`src/sv/assert_macros.svh`:
```
// ----------------------------------------------------------------------------
// assert_macros.svh
// assertion helpers used by the arbiter sequencer
// ----------------------------------------------------------------------------
`ifndef ASSERT_MACROS_SVH
`define ASSERT_MACROS_SVH

// same-cycle implication, checked outside reset
`define ASSERT_SAME(label, clk, rst, ante, cons) \
   label: assert property (@(posedge clk) disable iff (rst) (ante) |-> (cons)) \
      else $error("same-cycle check failed");

// next-cycle implication, checked outside reset
`define ASSERT_NEXT(label, clk, rst, ante, cons) \
   label: assert property (@(posedge clk) disable iff (rst) (ante) |=> (cons)) \
      else $error("next-cycle check failed");

`endif

```
`src/sv/zppa_pkg.sv`:
```
// ----------------------------------------------------------------------------
// zppa_pkg
// types, codes and helpers of the zone priority preempt arbiter
// ----------------------------------------------------------------------------
package zppa_pkg;

   localparam int FUNCS_PER_ZONE_DEF = 16;
   localparam int ZONE_COUNT_DEF     = 3;
   localparam int PRIORITY_BITS_DEF  = 4;

   localparam int FN_W       = 5;
   localparam int ZONE_W     = 2;
   localparam int OP_W       = 2;
   localparam int ST_W       = 2;
   localparam int CODE_W     = 3;
   localparam int CSR_IDX_W  = 3;
   localparam int CSR_DATA_W = 64;
   localparam int PRES_W     = 16;

   typedef enum logic [OP_W-1:0] {
      OP_REQUEST = 2'd0,
      OP_STATUS  = 2'd1,
      OP_READY   = 2'd2,
      OP_FLAG    = 2'd3
   } op_type;

   typedef enum logic [ST_W-1:0] {
      ST_INIT  = 2'd0,
      ST_READY = 2'd1,
      ST_PLAY  = 2'd2,
      ST_END   = 2'd3
   } status_type;

   typedef enum logic [CODE_W-1:0] {
      CODE_OK        = 3'd0,
      CODE_OWNER     = 3'd1,
      CODE_OWNER_PND = 3'd2,
      CODE_BUSY      = 3'd3,
      CODE_UNKNOWN   = 3'd4,
      CODE_NOT_OWNER = 3'd5,
      CODE_IGNORED   = 3'd6
   } code_type;

   typedef enum logic [CSR_IDX_W-1:0] {
      REG_A_PRESENT = 3'd0,
      REG_A_PRIO    = 3'd1,
      REG_B_PRESENT = 3'd2,
      REG_B_PRIO    = 3'd3,
      REG_C_PRESENT = 3'd4,
      REG_C_PRIO    = 3'd5
   } csr_reg_type;

   typedef struct packed {
      logic load;
      logic exec;
   } dp_cmd_type;

   // one above the highest set bit, zero for an empty mask
   function automatic logic [FN_W-1:0] idle_of(input logic [PRES_W-1:0] mask);
      logic [FN_W-1:0] n;
      n = '0;
      for (int i = 0; i < PRES_W; i++) begin
         if (mask[i]) begin
            n = FN_W'(i + 1);
         end
      end
      return n;
   endfunction

endpackage

```
`src/sv/zppa_ctrl.sv`:
```
// ----------------------------------------------------------------------------
// zppa_ctrl
// sequencer: capture a request, apply it, hold the response
// ----------------------------------------------------------------------------
`include "assert_macros.svh"

module zppa_ctrl
   import zppa_pkg::*;
(
   input  logic       clock,
   input  logic       reset,
   input  logic       req_valid,
   output logic       req_stall,
   output logic       rsp_valid,
   input  logic       rsp_stall,
   output dp_cmd_type cmd
);

   typedef enum logic [2:0] {
      S_IDLE = 3'b001,
      S_EXEC = 3'b010,
      S_RESP = 3'b100
   } state_type;

   state_type state_ff, state_in;

   always_comb begin
      state_in = state_ff;
      case (state_ff)
         S_IDLE: begin
            if (req_valid) begin
               state_in = S_EXEC;
            end
         end
         S_EXEC: begin
            state_in = S_RESP;
         end
         S_RESP: begin
            if (!rsp_stall) begin
               state_in = S_IDLE;
            end
         end
         default: begin
            state_in = S_IDLE;
         end
      endcase
   end

   always_ff @(posedge clock) begin
      if (reset) begin
         state_ff <= S_IDLE;
      end else begin
         state_ff <= state_in;
      end
   end

   assign req_stall = (state_ff != S_IDLE);
   assign rsp_valid = (state_ff == S_RESP);
   assign cmd.load  = req_valid && (state_ff == S_IDLE);
   assign cmd.exec  = (state_ff == S_EXEC);

   `ASSERT_NEXT(a_load_then_exec, clock, reset, cmd.load, cmd.exec)
   `ASSERT_NEXT(a_exec_then_rsp, clock, reset, cmd.exec, rsp_valid)
   `ASSERT_SAME(a_no_take_while_rsp, clock, reset, rsp_valid, req_stall && !cmd.load)

endmodule

```
`src/sv/zppa_dpath.sv`:
```
// ----------------------------------------------------------------------------
// zppa_dpath
// tables, per-zone ownership state and the operation logic
// ----------------------------------------------------------------------------
module zppa_dpath
   import zppa_pkg::*;
#(
   parameter int FUNCS_PER_ZONE = FUNCS_PER_ZONE_DEF,
   parameter int ZONE_COUNT     = ZONE_COUNT_DEF,
   parameter int PRIORITY_BITS  = PRIORITY_BITS_DEF
) (
   input  logic                  clock,
   input  logic                  reset,
   input  dp_cmd_type            cmd,
   input  logic                  csr_write,
   input  logic [CSR_IDX_W-1:0]  csr_index,
   input  logic [CSR_DATA_W-1:0] csr_data,
   input  logic [OP_W-1:0]       req_func,
   input  logic [ZONE_W-1:0]     req_zone,
   input  logic [FN_W-1:0]       req_function_sn,
   input  logic [ST_W-1:0]       req_new_status,
   input  logic                  req_flag_value,
   output logic [CODE_W-1:0]     rsp_code,
   output logic [FN_W-1:0]       rsp_current_function,
   output logic [ST_W-1:0]       rsp_show_status,
   output logic                  rsp_preempt_pending,
   output logic [FN_W-1:0]       rsp_preempt_function
);

   localparam int ZIW   = (ZONE_COUNT > 1) ? $clog2(ZONE_COUNT) : 1;
   localparam int FIW   = $clog2(FUNCS_PER_ZONE);
   localparam int PRI_W = FUNCS_PER_ZONE * PRIORITY_BITS;

   // configuration tables
   logic [FUNCS_PER_ZONE-1:0] present_ff [ZONE_COUNT];
   logic [PRI_W-1:0]          prio_ff    [ZONE_COUNT];

   // zone state
   logic [FN_W-1:0] owner_ff   [ZONE_COUNT];
   status_type      status_ff  [ZONE_COUNT];
   logic            flag_ff    [ZONE_COUNT];
   logic [FN_W-1:0] pend_fn_ff [ZONE_COUNT];

   // captured request
   op_type          op_ff;
   logic [ZONE_W-1:0] zone_ff;
   logic [FN_W-1:0] sn_ff;
   status_type      new_st_ff;
   logic            fv_ff;

   // response registers
   code_type        code_ff;
   logic [FN_W-1:0] cur_fn_ff;
   status_type      show_st_ff;
   logic            pend_ff;
   logic [FN_W-1:0] pend_out_ff;

   // config decode
   logic                  cfg_ok;
   logic [ZONE_W-1:0]     cfg_zone;
   logic [ZIW-1:0]        cz;
   logic [FN_W-1:0]       cfg_idle;

   // operation logic
   logic                  zone_ok;
   logic [ZIW-1:0]        zi;
   logic [FN_W-1:0]       o;
   status_type            st;
   logic                  fl;
   logic [FN_W-1:0]       pf;
   logic [FUNCS_PER_ZONE-1:0] pres;
   logic [PRI_W-1:0]      prio;
   logic [FN_W-1:0]       idle;
   logic                  sn_in, o_in;
   logic [PRIORITY_BITS-1:0] sn_pri, o_pri;
   logic [FN_W-1:0]       n_o;
   status_type            n_st;
   logic                  n_fl;
   logic [FN_W-1:0]       n_pf;
   code_type              n_code;

   assign cfg_zone = csr_index[CSR_IDX_W-1:1];
   assign cz       = cfg_zone[ZIW-1:0];
   assign cfg_ok   = (csr_index <= REG_C_PRIO) && (cfg_zone < ZONE_W'(ZONE_COUNT));
   assign cfg_idle = idle_of(PRES_W'(csr_data[FUNCS_PER_ZONE-1:0]));

   assign zone_ok = (zone_ff < ZONE_W'(ZONE_COUNT));
   assign zi      = zone_ff[ZIW-1:0];

   always_comb begin
      o    = owner_ff[zi];
      st   = status_ff[zi];
      fl   = flag_ff[zi];
      pf   = pend_fn_ff[zi];
      pres = present_ff[zi];
      prio = prio_ff[zi];
      idle = idle_of(PRES_W'(pres));
      // functions past the table are never present
      sn_in  = (sn_ff < FN_W'(FUNCS_PER_ZONE)) && pres[sn_ff[FIW-1:0]];
      o_in   = (o < FN_W'(FUNCS_PER_ZONE)) && pres[o[FIW-1:0]];
      sn_pri = prio[int'(sn_ff[FIW-1:0]) * PRIORITY_BITS +: PRIORITY_BITS];
      o_pri  = prio[int'(o[FIW-1:0]) * PRIORITY_BITS +: PRIORITY_BITS];
   end

   always_comb begin
      n_o    = o;
      n_st   = st;
      n_fl   = fl;
      n_pf   = pf;
      n_code = CODE_OK;
      case (op_ff)
         OP_REQUEST: begin
            if (st == ST_READY) begin
               n_o  = sn_ff;
               n_st = ST_PLAY;
               n_fl = 1'b0;
               n_pf = idle;
            end else if (o == sn_ff) begin
               n_code = fl ? CODE_OWNER_PND : CODE_OWNER;
            end else if (!sn_in || !o_in) begin
               n_code = CODE_UNKNOWN;
            end else begin
               if (sn_pri < o_pri) begin
                  n_fl = 1'b1;
                  n_pf = sn_ff;
               end
               n_code = CODE_BUSY;
            end
         end
         OP_STATUS: begin
            if (sn_ff != o) begin
               n_code = CODE_NOT_OWNER;
            end else begin
               n_st = new_st_ff;
               n_fl = 1'b0;
               n_pf = idle;
            end
         end
         OP_READY: begin
            if (st == ST_END || st == ST_INIT) begin
               n_o  = idle;
               n_st = ST_READY;
               n_fl = 1'b0;
               n_pf = idle;
            end else begin
               n_code = CODE_IGNORED;
            end
         end
         OP_FLAG: begin
            n_fl = fv_ff;
         end
         default: begin
            n_code = CODE_IGNORED;
         end
      endcase
   end

   always_ff @(posedge clock) begin
      if (reset) begin
         for (int z = 0; z < ZONE_COUNT; z++) begin
            present_ff[z] <= '0;
            prio_ff[z]    <= '0;
            owner_ff[z]   <= '0;
            status_ff[z]  <= ST_INIT;
            flag_ff[z]    <= 1'b0;
            pend_fn_ff[z] <= '0;
         end
      end else begin
         if (csr_write && cfg_ok) begin
            if (!csr_index[0]) begin
               // new table reinitializes the zone
               present_ff[cz] <= csr_data[FUNCS_PER_ZONE-1:0];
               owner_ff[cz]   <= cfg_idle;
               status_ff[cz]  <= ST_INIT;
               flag_ff[cz]    <= 1'b0;
               pend_fn_ff[cz] <= cfg_idle;
            end else begin
               prio_ff[cz] <= csr_data[PRI_W-1:0];
            end
         end
         if (cmd.exec && zone_ok) begin
            owner_ff[zi]   <= n_o;
            status_ff[zi]  <= n_st;
            flag_ff[zi]    <= n_fl;
            pend_fn_ff[zi] <= n_pf;
         end
      end
   end

   always_ff @(posedge clock) begin
      if (cmd.load) begin
         op_ff     <= op_type'(req_func);
         zone_ff   <= req_zone;
         sn_ff     <= req_function_sn;
         new_st_ff <= status_type'(req_new_status);
         fv_ff     <= req_flag_value;
      end
   end

   always_ff @(posedge clock) begin
      if (cmd.exec) begin
         if (zone_ok) begin
            code_ff     <= n_code;
            cur_fn_ff   <= n_o;
            show_st_ff  <= n_st;
            pend_ff     <= n_fl;
            pend_out_ff <= n_pf;
         end else begin
            code_ff     <= CODE_IGNORED;
            cur_fn_ff   <= '0;
            show_st_ff  <= ST_INIT;
            pend_ff     <= 1'b0;
            pend_out_ff <= '0;
         end
      end
   end

   assign rsp_code             = code_ff;
   assign rsp_current_function = cur_fn_ff;
   assign rsp_show_status      = show_st_ff;
   assign rsp_preempt_pending  = pend_ff;
   assign rsp_preempt_function = pend_out_ff;

endmodule

```
`src/sv/zone_priority_preempt_arbiter.sv`:
```
// a request taken in idle is captured, then applied in exec and answered in resp (rsp_valid)
// the capture/apply/respond sequencer takes no new request until the last response is taken
// a stalled response holds the sequencer, and with it req_stall, until it is taken
// reset (synchronous, active high): all tables and zone state clear to zero, idle numbers are 0
// ----------------------------------------------------------------------------
// zone_priority_preempt_arbiter
// per-zone ownership arbiter with priority preemption for up to three zones
// ----------------------------------------------------------------------------
module zone_priority_preempt_arbiter
   import zppa_pkg::*;
#(
   parameter int FUNCS_PER_ZONE = FUNCS_PER_ZONE_DEF,
   parameter int ZONE_COUNT     = ZONE_COUNT_DEF,
   parameter int PRIORITY_BITS  = PRIORITY_BITS_DEF
) (
   input  logic                  clock,
   input  logic                  reset,
   // configuration writes
   input  logic                  csr_write,
   input  logic [CSR_IDX_W-1:0]  csr_index,
   input  logic [CSR_DATA_W-1:0] csr_data,
   // request channel
   input  logic                  req_valid,
   output logic                  req_stall,
   input  logic [OP_W-1:0]       req_func,
   input  logic [ZONE_W-1:0]     req_zone,
   input  logic [FN_W-1:0]       req_function_sn,
   input  logic [ST_W-1:0]       req_new_status,
   input  logic                  req_flag_value,
   // response channel
   output logic                  rsp_valid,
   input  logic                  rsp_stall,
   output logic [CODE_W-1:0]     rsp_code,
   output logic [FN_W-1:0]       rsp_current_function,
   output logic [ST_W-1:0]       rsp_show_status,
   output logic                  rsp_preempt_pending,
   output logic [FN_W-1:0]       rsp_preempt_function
);

   // commands from the sequencer into the datapath
   dp_cmd_type cmd;

   // sequencer: idle -> apply -> respond
   zppa_ctrl u_ctrl (
      .clock     (clock),
      .reset     (reset),
      .req_valid (req_valid),
      .req_stall (req_stall),
      .rsp_valid (rsp_valid),
      .rsp_stall (rsp_stall),
      .cmd       (cmd)
   );

   // tables, zone state, operation logic and response registers
   zppa_dpath #(
      .FUNCS_PER_ZONE (FUNCS_PER_ZONE),
      .ZONE_COUNT     (ZONE_COUNT),
      .PRIORITY_BITS  (PRIORITY_BITS)
   ) u_dpath (
      .clock                (clock),
      .reset                (reset),
      .cmd                  (cmd),
      .csr_write            (csr_write),
      .csr_index            (csr_index),
      .csr_data             (csr_data),
      .req_func             (req_func),
      .req_zone             (req_zone),
      .req_function_sn      (req_function_sn),
      .req_new_status       (req_new_status),
      .req_flag_value       (req_flag_value),
      .rsp_code             (rsp_code),
      .rsp_current_function (rsp_current_function),
      .rsp_show_status      (rsp_show_status),
      .rsp_preempt_pending  (rsp_preempt_pending),
      .rsp_preempt_function (rsp_preempt_function)
   );

endmodule

```
`config.mk`:
```
export PLATFORM = sky130hd
export DESIGN_NAME = zone_priority_preempt_arbiter
export DESIGN_NICKNAME = d
export VERILOG_FILES = /design/src/sv/zppa_pkg.sv /design/src/sv/zppa_ctrl.sv /design/src/sv/zppa_dpath.sv /design/src/sv/zone_priority_preempt_arbiter.sv
export VERILOG_INCLUDE_DIRS = /design/src /design/src/sv
export SDC_FILE = /design/constraint.sdc
export NUM_CORES = 1
export LEC_CHECK = 0
export ABC_CLOCK_PERIOD_IN_PS = 5850
export BUFFER_PORTS_ARGS = -buffer_cell sky130_fd_sc_hd__buf_2
export CORE_UTILIZATION = 45
export CTS_CLUSTER_DIAMETER = 50
export DETAILED_ROUTE_END_ITERATION = 7
export GPL_TIMING_DRIVEN = 0
export SLEW_MARGIN = 5
export SYNTH_ARGS = -nofsm -noshare
export SYNTH_HDL_FRONTEND = slang
export SYNTH_SLANG_ARGS = --single-unit
```
`constraint.sdc`:
```
create_clock -name clock -period 5.85 [get_ports clock]
set_clock_uncertainty 0.1 [all_clocks]
set_input_delay 1.17 -clock clock [delete_from_list [all_inputs] [get_ports clock]]
set_output_delay 1.17 -clock clock [all_outputs]
set_load 0.01 [all_outputs]
```
==> results of run 1 <==
## report_power, final
| part | leakage (uW) | internal [uW] | switching, uW |
|---|---|---|---|
| Clock | 0.000749 | 1660 | 1220 |
| Combinational | 0.00346 | 509 | 715 |
| Sequential | 0.00392 | 3390 | 55.4 |
## logic make-up (layout without fill, tap and decap cells)
family          after synthesis  in the layout
simple gates                430            430
flops                       405            405
mux                         164            164
compound gates              161            161
buf+inv                     113            305
fa+ha+maj                     8              8
xor+xnor                      4              4
other cells                   1             97
## layout make-up
type / instances / area (sq um) / share of cell area, %
Antenna cell: 1 / 2.50 / 0.0110
Multi-Input combinational cell: 863 / 7260 / 31.8
Buffer: 88 / 485 / 2.13
Inverter: 24 / 90.1 / 0.395
Timing Repair Buffer: 104 / 598 / 2.62
Sequential cell: 405 / 12100 / 53.1
Clock inverter: 35 / 269 / 1.18
Clock buffer: 54 / 1270 / 5.55
Tap cell: 577 / 722 / 3.17
## state kept, by name (all words and copies together), names as in the netlist, named ones only
register and count:
u_ctrl.state_ff 3, u_dpath.flag_ff 4, u_dpath.fv_ff 1, u_dpath.new_st_ff 2
u_dpath.op_ff 2, u_dpath.owner_ff 20, u_dpath.pend_fn_ff 20, u_dpath.present_ff 64
u_dpath.prio_ff 256, u_dpath.rsp_code 3, u_dpath.rsp_current_function 5, u_dpath.rsp_preempt_function 5
u_dpath.rsp_preempt_pending 1, u_dpath.rsp_show_status 2, u_dpath.sn_ff 5, u_dpath.status_ff 8
u_dpath.zi 2
## cells in the final DEF, fill, tap and decap left out, types with 15 or more instances in the layout
cell type	synthesis	final
mux4_2	119	119
clkinv_1	2	16
inv_1	21	21
o22ai_1	15	15
buf_2	11	106
o21ai_0	30	30
edfxtp_1	400	400
nor2_1	48	46
conb_1	1	96
clkbuf_16	0	50
mux2i_1	30	30
clkbuf_1	56	55
nand3_1	15	15
nor2b_1	20	20
nand2_1	44	44
and2_1	231	231
a21oi_1	34	34
nor3_1	21	20
## metal layers
| metal | vias to the layer above | global-route usage [%] | wire length (microns) |
|---|---|---|---|
| li1 | 5402 | - | - |
| met1 | 6131 | 29.8 | 20500 |
| met2 | 391 | 41.2 | 26100 |
| met3 | 105 | 4.86 | 3030 |
| met4 | 8 | 8.94 | 1780 |
| met5 | - | 0 | 57 |
## what timing repair did
action	4_1_cts	5_1_grt
pin swaps	1	0
setup buffers	0	0
gates resized for setup	22	9
setup endpoints to repair	24	4
hold buffers	0	0
## per-stage QoR
stage	cell area [sq um]	std cells	hold WS (ps)	worst slack [ps]	TNS (ps)
final	22800	2151	427	211	0
after CTS	22800	2151	428	99.5	0
after floorplan	19900	1381	368	766	0
after detailed placement	21200	2062	428	-976	-17730
after global placement	21100	2058	398	-901	-16380
after global routing	22800	2150	489	7.75	0
## final timing paths
kind	end	slack [ps]	depth (start not counted)
setup / recovery	u_dpath.pend_fn_ff[1][3]$_DFFE_PP_	210	16
hold / removal	u_ctrl.state_ff[2]$_SDFFE_PP0P_	430	1
setup reg to reg	u_dpath.pend_fn_ff[1][3]$_DFFE_PP_	210	16
hold reg to reg	u_ctrl.state_ff[2]$_SDFFE_PP0P_	430	1
## worst max-delay path, cell delays in order, from the launching register on
cell	delay, ps
dfxtp_1	320
buf_6	180
buf_6	220
buf_4	240
buf_4	320
buf_6	280
mux4_2	580
mux4_2	530
mux4_2	490
ha_1	300
nand3_1	170
a211oi_1	100
a2111oi_4	440
nand3_4	190
mux2_4	350
a221oi_2	420
o21ai_1	140
==> impl_metrics.ini, run 1 <==
[pwr]
report.power.total_uw = 7550
powerDensity_nw_per_um2 = 331
worst_ir_drop_vdd_uv = 227
power_leakage_uw = 0.00812

[timing]
max_slew_margin_pct = 14.3
slew_viol_final = 0
setup_viol = 0
rsz0062_at_grt = no
worst_pin_slew_ps = 1280
fmax_mhz = 177
hold_violations = 0
finalCritPeriodShare_pct = 96.4
min_period_ps = 5640

[synth]
ys_types = 72
synth_edf_count = 400
synth_xor_area_share_pct = 0.180
synthTopCellsByCount = edfxtp_1, and2_1, mux4_2
synth-compound-area-share_pct = 5.70
netlist_area_sq_um = 19500
synth_seq_cells = 405
yosys.area.top_type = edfxtp_1
seq_area_frac_synth_pct = 62.1
synth_most_common_cell = edfxtp_1
yosys_most_used_dff = edfxtp_1
synthSimpleGateAreaFrac_pct = 12.6
synth_area_leaders = edfxtp_1, mux4_2, and2_1
yosys.area_share.adder_pct = 0.513
yosys_warnings = 0
synthMuxAreaShare_pct = 16.2
synth_top_area_share_pct = 61.6
synthCells = 1286
async_flop_share_pct = 0
synth_top_family_by_area = multiplexers
synth_area_per_cell_sq_um = 15.2

[run]
cap_violations = 0

[cts]
clk_latency_ps = 600
cts_buffers = 49
clkTransAtPathRegs_ps = 60
cts_sinks = 405
root_buffer = clkbuf_16
tritoncts = done
cts_buffer_depth = 3
htreeDepth = 2

[cells_and_area]
area_delta_synth_final_pct = 17.0
final_util_pct = 53.9
layout-drive-gt1-share_pct = 23.3
fill_cells = 3531
nets = 1627

[detailed_routing]
vias = 12000
routedWlPerCell_microns = 23.9
vias_per_cell = 5.60
drtAntennaViolNets = 0
drtIter0Drc = 1000
wl_microns = 51400
drc_errors = 0
drt_first_pass_iters = 5

[min_path]
worstHoldPathType = flop to flop
hold_start = u_ctrl.state_ff[0]$_SDFFE_PP1P_

[global_route]
grt_pass1_wl_microns = 76300
grt_max_degree = 41
antenna_found_initial = 6
grt_use_total_pct = 23.9
grt_pass1_vias = 12100
overflow = 0

[critical_path]
critical_path_class = flop to flop
crit_fanout = 10
start_kind = flop
cp.required_ps = 6070
crit_arrival_ps = 5860
end_kind = flop

[die]
dieArea_sq_um = 44200
fp-row-count = 75
die_y_microns = 210
dieWidth_microns = 210
coreArea_sq_um = 42300
ios = 102
start_util_pct = 46.1

[placed_design]
io_buffer_count = 100
dp.final_hpwl_microns = 36200
globalplace.congestion = 0.903

[status]
outcome = finished, final reports clean
Power figures use the tool's default switching activity.
==> run 2: changes to the inputs <==
ABC_AREA = 1   (was not set)
CAP_MARGIN = 20   (was not set)
==> run 2 against run 1 <==
Against the previous run:
- via count grew 34%
- routed wire length grew 30%
- global-route usage increased by 6.4 points
- flip-flop and latch count did not move
- hold slack improved by 62 ps
- largest cell class unchanged
- largest power group unchanged
- highest routed layer is now met4
==> impl_metrics.ini, run 2 <==
[timing]
rsz0062_at_grt = no
finalCritPeriodShare_pct = 92.3
hold_violations = 0
worst_pin_slew_ps = 1150
fmax_mhz = 185
setup_viol = 0
min_period_ps = 5400
fin_setup_tns_ps = 0
max_slew_margin_pct = 23.3
slew_viol_final = 0

[global_route]
grt_max_degree = 42
antenna_found_initial = 0
grt_pass1_wl_microns = 96800
grt_use_total_pct = 30.3
grt_pass1_vias = 14900
overflow = 0

[die]
start_util_pct = 46.1
ios = 102
dieWidth_microns = 210
dieArea_sq_um = 44200
die_y_microns = 210
fp-row-count = 75
coreArea_sq_um = 42300

[detailed_routing]
drt_first_pass_iters = 7
routedWlPerCell_microns = 23.2
drtIter0Drc = 2106
drc_errors = 0
vias = 16200
wl_microns = 66900
drtAntennaViolNets = 0
vias_per_cell = 5.62

[synth]
yosys_warnings = 0
ys_types = 48
synth_edf_count = 400
synth_area_leaders = edfxtp_1, nand2_1, nor2_1
seq_area_frac_synth_pct = 62.1
synth_seq_cells = 405
netlist_area_sq_um = 19500
yosys.area.top_type = edfxtp_1
synth_top_area_share_pct = 61.6
synth_area_per_cell_sq_um = 9.68
async_flop_share_pct = 0
yosys_most_used_dff = edfxtp_1
synthTopCellsByCount = nand2_1, edfxtp_1, nor2_1
synthCells = 2015
synth_most_common_cell = nand2_1

[cts]
clk_latency_ps = 590
cts-hold-fix-buffers = 0
cts_resized = 0
cts_buffer_depth = 3
htreeDepth = 2
cts_sinks = 405
tritoncts = done
root_buffer = clkbuf_16
cts_buffers = 46
post_cts_buffers = 0
clkTransAtPathRegs_ps = 60

[run]
cap_violations = 0

[critical_path]
end_kind = flop
crit_chain = buf_6, buf_6, buf_4, clkbuf_1, buf_1, nand2_1, a32oi_1, inv_1, ha_1, inv_1, clkbuf_1, a21oi_1, a211oi_1, nor2_1, a221oi_2, o21ai_0
critical_path_class = flop to flop
cp.required_ps = 6060
ff2ff_setup_slack_ps = 450
crit_fanout = 10
slowest_delay_ps = 720
cp_num_buf_inv = 8
crit_arrival_ps = 5610
crit_family = buffers and inverters
cpMaxStageDelayCell = clkbuf_1
start_kind = flop

[cells_and_area]
diodes = 0
area_delta_synth_final_pct = 16.2
final_cell_mix = nand2_1, edfxtp_1, nor2_1, nand3_1, buf_2
final_common_cell = nand2_1
layout-drive-gt1-share_pct = 10.6
fill_cells = 3940
largest_reg_flops = 256
postLayoutCellArea_sq_um = 22700
largest_register = u_dpath.prio_ff
reg_top3 = u_dpath.prio_ff: 256 flops, u_dpath.present_ff: 64 flops
nets = 2358

[placed_design]
globalplace.congestion = 0.977
io_buffer_count = 101
dp.final_hpwl_microns = 46300
placed_cell_area_sq_um = 21200

[min_path]
worstHoldPathType = flop to flop

[pwr]
p_comb_share_pct = 21.6
power_leakage_uw = 0.00931
p_sw_share_pct = 31.3
report.power.total_uw = 7930
clockPowerShare_pct = 34.8
power.internal_uw = 5450
p_switching_uw = 2480
p_seq_share_pct = 43.5
powerDensity_nw_per_um2 = 350
worst_ir_drop_vdd_uv = 236

[status]
outcome = finished, final reports clean
## run 2: cell types whose count changed in the layout (fill, tap and decap cells not counted), sizes merged, moves of 30 or more
cell and change:
a21oi +85, a32o +55, and2 -230, inv +97
mux2i -30, mux4 -119, nand2 +571, nand3 +145
nor2 +243
## run 2: worst reg2reg max path, cell delays in order, from the launching register on
cell	delay (ps)
dfxtp_1	330
buf_6	140
buf_6	170
buf_4	240
clkbuf_1	720
buf_1	490
nand2_1	100
a32oi_1	530
inv_1	140
ha_1	400
inv_1	100
clkbuf_1	390
a21oi_1	240
a211oi_1	240
nor2_1	80
a221oi_2	530
o21ai_0	190
## run 2: power by group through the flow
stage	combinational, uW	sequential, uW	clock, uW
4_1_cts	1680	3450	2780
2_1_floorplan	1040	3490	0
6_report	1720	3450	2760
5_1_grt	1840	3470	2880
3_5_place_dp	1670	3510	0
3_3_place_gp	1650	3520	0
## run 2: cell families after synthesis
family / Yosys count / share of synthesized area (%)
buf+inv: 247 / 5.58
xor+xnor: 1 / 0.0449
compound gates: 270 / 9.27
other cells: 1 / 0.0192
simple gates: 1083 / 22.5
fa+ha+maj: 8 / 0.513
flops: 405 / 62.1
## run 2: through the flow
stage                     std cells  util [%]  hold slack [ps]  setup WS [ps]
after floorplan                2110         -              446           1980
after global placement         2788      49.9              473           -897
after detailed placement       2793      50.2              487            520
after CTS                      2878      53.5              496            488
after global routing           2880      53.6              537            129
final                          2880      53.6              488            448
## run 2: layout make-up
class | instances | area [sq um] | share of cell area (%)
multi-input cells | 1458 | 6700 | 29.5
clock inverters | 25 | 198 | 0.872
repair buffers | 108 | 631 | 2.78
clock buffers | 60 | 1220 | 5.40
plain buffers | 120 | 604 | 2.67
inverters | 127 | 485 | 2.14
well taps | 577 | 722 | 3.18
flip-flops and latches | 405 | 12100 | 53.4
## run 2: path summary, 6_finish.rpt
check,start,end,depth (start not counted)
hold / removal,u_ctrl.state_ff[1]$_SDFFE_PP0P_,u_ctrl.state_ff[2]$_SDFFE_PP0P_,3
setup reg to reg,flop,u_dpath.owner_ff[2][3]$_DFFE_PP_,16
hold reg to reg,u_ctrl.state_ff[1]$_SDFFE_PP0P_,u_ctrl.state_ff[2]$_SDFFE_PP0P_,3
setup / recovery,flop,u_dpath.owner_ff[2][3]$_DFFE_PP_,16
## run 2: metal layers
metal | GRT usage (%) | up-vias | share of wire, %
met3 | 3.90 | 109 | 9.0
met4 | 8.88 | 0 | 2.4
li1 | - | 7345 | -
met2 | 46.9 | 832 | 45
met1 | 44.7 | 7895 | 44
met5 | 0 | - | 0
==> run 3: changes to the inputs <==
REMOVE_ABC_BUFFERS = 1   (was not set)
==> run 3 against run 2 <==
Against the previous run:
- critical path depth up 3
- clock-buffer cell count stayed put
- die area unchanged
- largest cell class unchanged
==> impl_metrics.ini, run 3 (synthesis results as in run 2) <==
[status]
outcome = finished, final reports clean

[timing]
worst_pin_slew_ps = 1100
finalCritPeriodShare_pct = 95.3
setup_viol = 0
fin_setup_tns_ps = 0
slew_viol_final = 0
whs_ps = 508
max_slew_margin_pct = 26.9
min_period_ps = 5570
rsz0062_at_grt = no
fmax_mhz = 179
hold_violations = 0

[detailed_routing]
vias = 15200
drc_errors = 0
drtIter0Drc = 1426
routedWlPerCell_microns = 19.3
wl_microns = 54000
vias_per_cell = 5.44
drt_first_pass_iters = 6
drtAntennaViolNets = 0

[cts]
cts_buffer_depth = 3
clk_latency_ps = 590
clkTransAtPathRegs_ps = 60
root_buffer = clkbuf_16
htreeDepth = 2
cts-hold-fix-buffers = 0
cts_sinks = 405
cts_buffers = 49
tritoncts = done

[critical_path]
crit_family = buffers and inverters
r2r-end = u_dpath.rsp_preempt_function[1]$_SDFFCE_PP0P_
ff2ff_setup_slack_ps = 280
crit_path_end = u_dpath.rsp_preempt_function[1]$_SDFFCE_PP0P_
crit_top_cell = nand2_1
end_kind = flop
cp.required_ps = 6080
crit_chain = buf_12, inv_6, buf_16, nand3_1, nand2_1, inv_1, a221oi_1, o32ai_1, inv_1, ha_1, a21oi_1, nand2_2, nor2_4, nand2_4, nand2_1, nand2_1, o21ai_2, nand3b_4, and2_4
crit_fanout = 87
critical_path_class = flop to flop
start_kind = flop
reg2reg_depth = 19
cpMaxStageDelayCell = a221oi_1
slowest_delay_ps = 640
worst-path-stages = 19
cp_num_buf_inv = 5
crit_arrival_ps = 5800

[pwr]
p_sw_share_pct = 29.2
power_leakage_uw = 0.00936
p_switching_uw = 2350
powerDensity_nw_per_um2 = 354
p_seq_share_pct = 43.1
power.internal_uw = 5710
clockPowerShare_pct = 38.5
worst_ir_drop_vdd_uv = 200
p_comb_share_pct = 18.4

[cells_and_area]
diodes = 0
largest_register = u_dpath.prio_ff
nets = 2267
final_cell_mix = nand2_1, edfxtp_1, nor2_1, nand3_1, a21oi_1
area_delta_synth_final_pct = 16.7
final_common_cell = nand2_1
largest_reg_flops = 256
reg_top3 = u_dpath.prio_ff: 256 flops, u_dpath.present_ff: 64 flops
layout-drive-gt1-share_pct = 11.4

[min_path]
hold_start = u_dpath.new_st_ff[0]$_DFFE_PP_
worstHoldPathType = flop to flop

[global_route]
grt_max_degree = 187
grt_pass1_wl_microns = 83700
antenna_found_initial = 0
grt_pass1_vias = 14700
overflow = 0
grt_use_total_pct = 24.9

[die]
dieWidth_microns = 210
dieArea_sq_um = 44200
ios = 102
die_y_microns = 210
coreArea_sq_um = 42300
fp-row-count = 75
start_util_pct = 46.1

[placed_design]
globalplace.congestion = 0.922
io_buffer_count = 101
dp.final_hpwl_microns = 33900

[run]
cap_violations = 0
[run 3: changes by cell type in the layout (fill, tap and decap cells not counted), sizes merged]
cell,previous run,this run
buf,158,133
bufinv,2,6
clkbuf,130,61
clkinv,24,25
clkinvlp,2,5
inv,124,123
[run 3: what timing repair did]
| action | in CTS | in global routing |
|---|---|---|
| endpoints found under the hold margin | 0 | 0 |
| cloned | 0 | 0 |
| setup endpoints to repair | 20 | 20 |
| pin swaps | 0 | 0 |
| setup buffers | 0 | 0 |
| resized for setup | 2 | 3 |
[run 3: per-stage QoR]
step	setup slack, ps	total power, uW	util (%)	cells	area (sq um)
finish	277	8060	53.8	2793	22800
global route	44.1	8380	53.8	2793	22800
CTS	33.5	8100	53.8	2792	22700
detailed placement	-192	5010	49.8	2700	21100
global placement	-7890	4990	48.4	2668	20500
floorplan	-2010	4480	-	1990	19300
[run 3: area by class of cell]
| class | count | area (sq um) |
|---|---|---|
| Sequential cell | 405 | 12100 |
| Inverter | 127 | 504 |
| Clock buffer | 60 | 1310 |
| Tap cell | 577 | 722 |
| Timing Repair Buffer | 134 | 1070 |
| Clock inverter | 32 | 343 |
| Fill cell | 3804 | 19600 |
| Multi-Input combinational cell | 1458 | 6700 |
[run 3: routing by layer]
metal	track usage (%)	vias up	routed length [microns]
met5	0	-	0
met4	8.23	0	1450
met3	3.92	98	3710
met2	41.0	556	25900
met1	33.5	7383	23000
li1	-	7150	-
[run 3: worst register-to-register path, cell delays in order, from the launching register on]
cell and delay, ps:
dfxtp_2 460, buf_12 250, inv_6 420, buf_16 390
nand3_1 210, nand2_1 560, inv_1 550, a221oi_1 640
o32ai_1 170, inv_1 80, ha_1 240, a21oi_1 280
nand2_2 110, nor2_4 170, nand2_4 100, nand2_1 70
nand2_1 50, o21ai_2 160, nand3b_4 130, and2_4 160
[run 3: power by group through the flow]
stage | combinational (uW) | sequential, uW | clock, uW
final | 1480 | 3480 | 3100
after global routing | 1630 | 3500 | 3250
after CTS | 1470 | 3480 | 3140
after detailed placement | 1470 | 3540 | 0
after global placement | 1390 | 3610 | 0
after floorplan | 934 | 3540 | 0
[run 3: worst min-delay path by stage]
stage	slack [ps]	cells after the start	to
floorplan	450	2	flop
global placement	470	3	u_ctrl.state_ff[2]$_SDFFE_PP0P_
detailed placement	510	1	u_dpath.rsp_current_function[2]$_SDFFCE_PP0P_
CTS	520	2	u_dpath.status_ff[2][0]$_SDFFCE_PN0P_
global route	520	2	u_dpath.status_ff[2][0]$_SDFFCE_PN0P_
finish	510	2	u_dpath.status_ff[1][0]$_SDFFCE_PN0P_
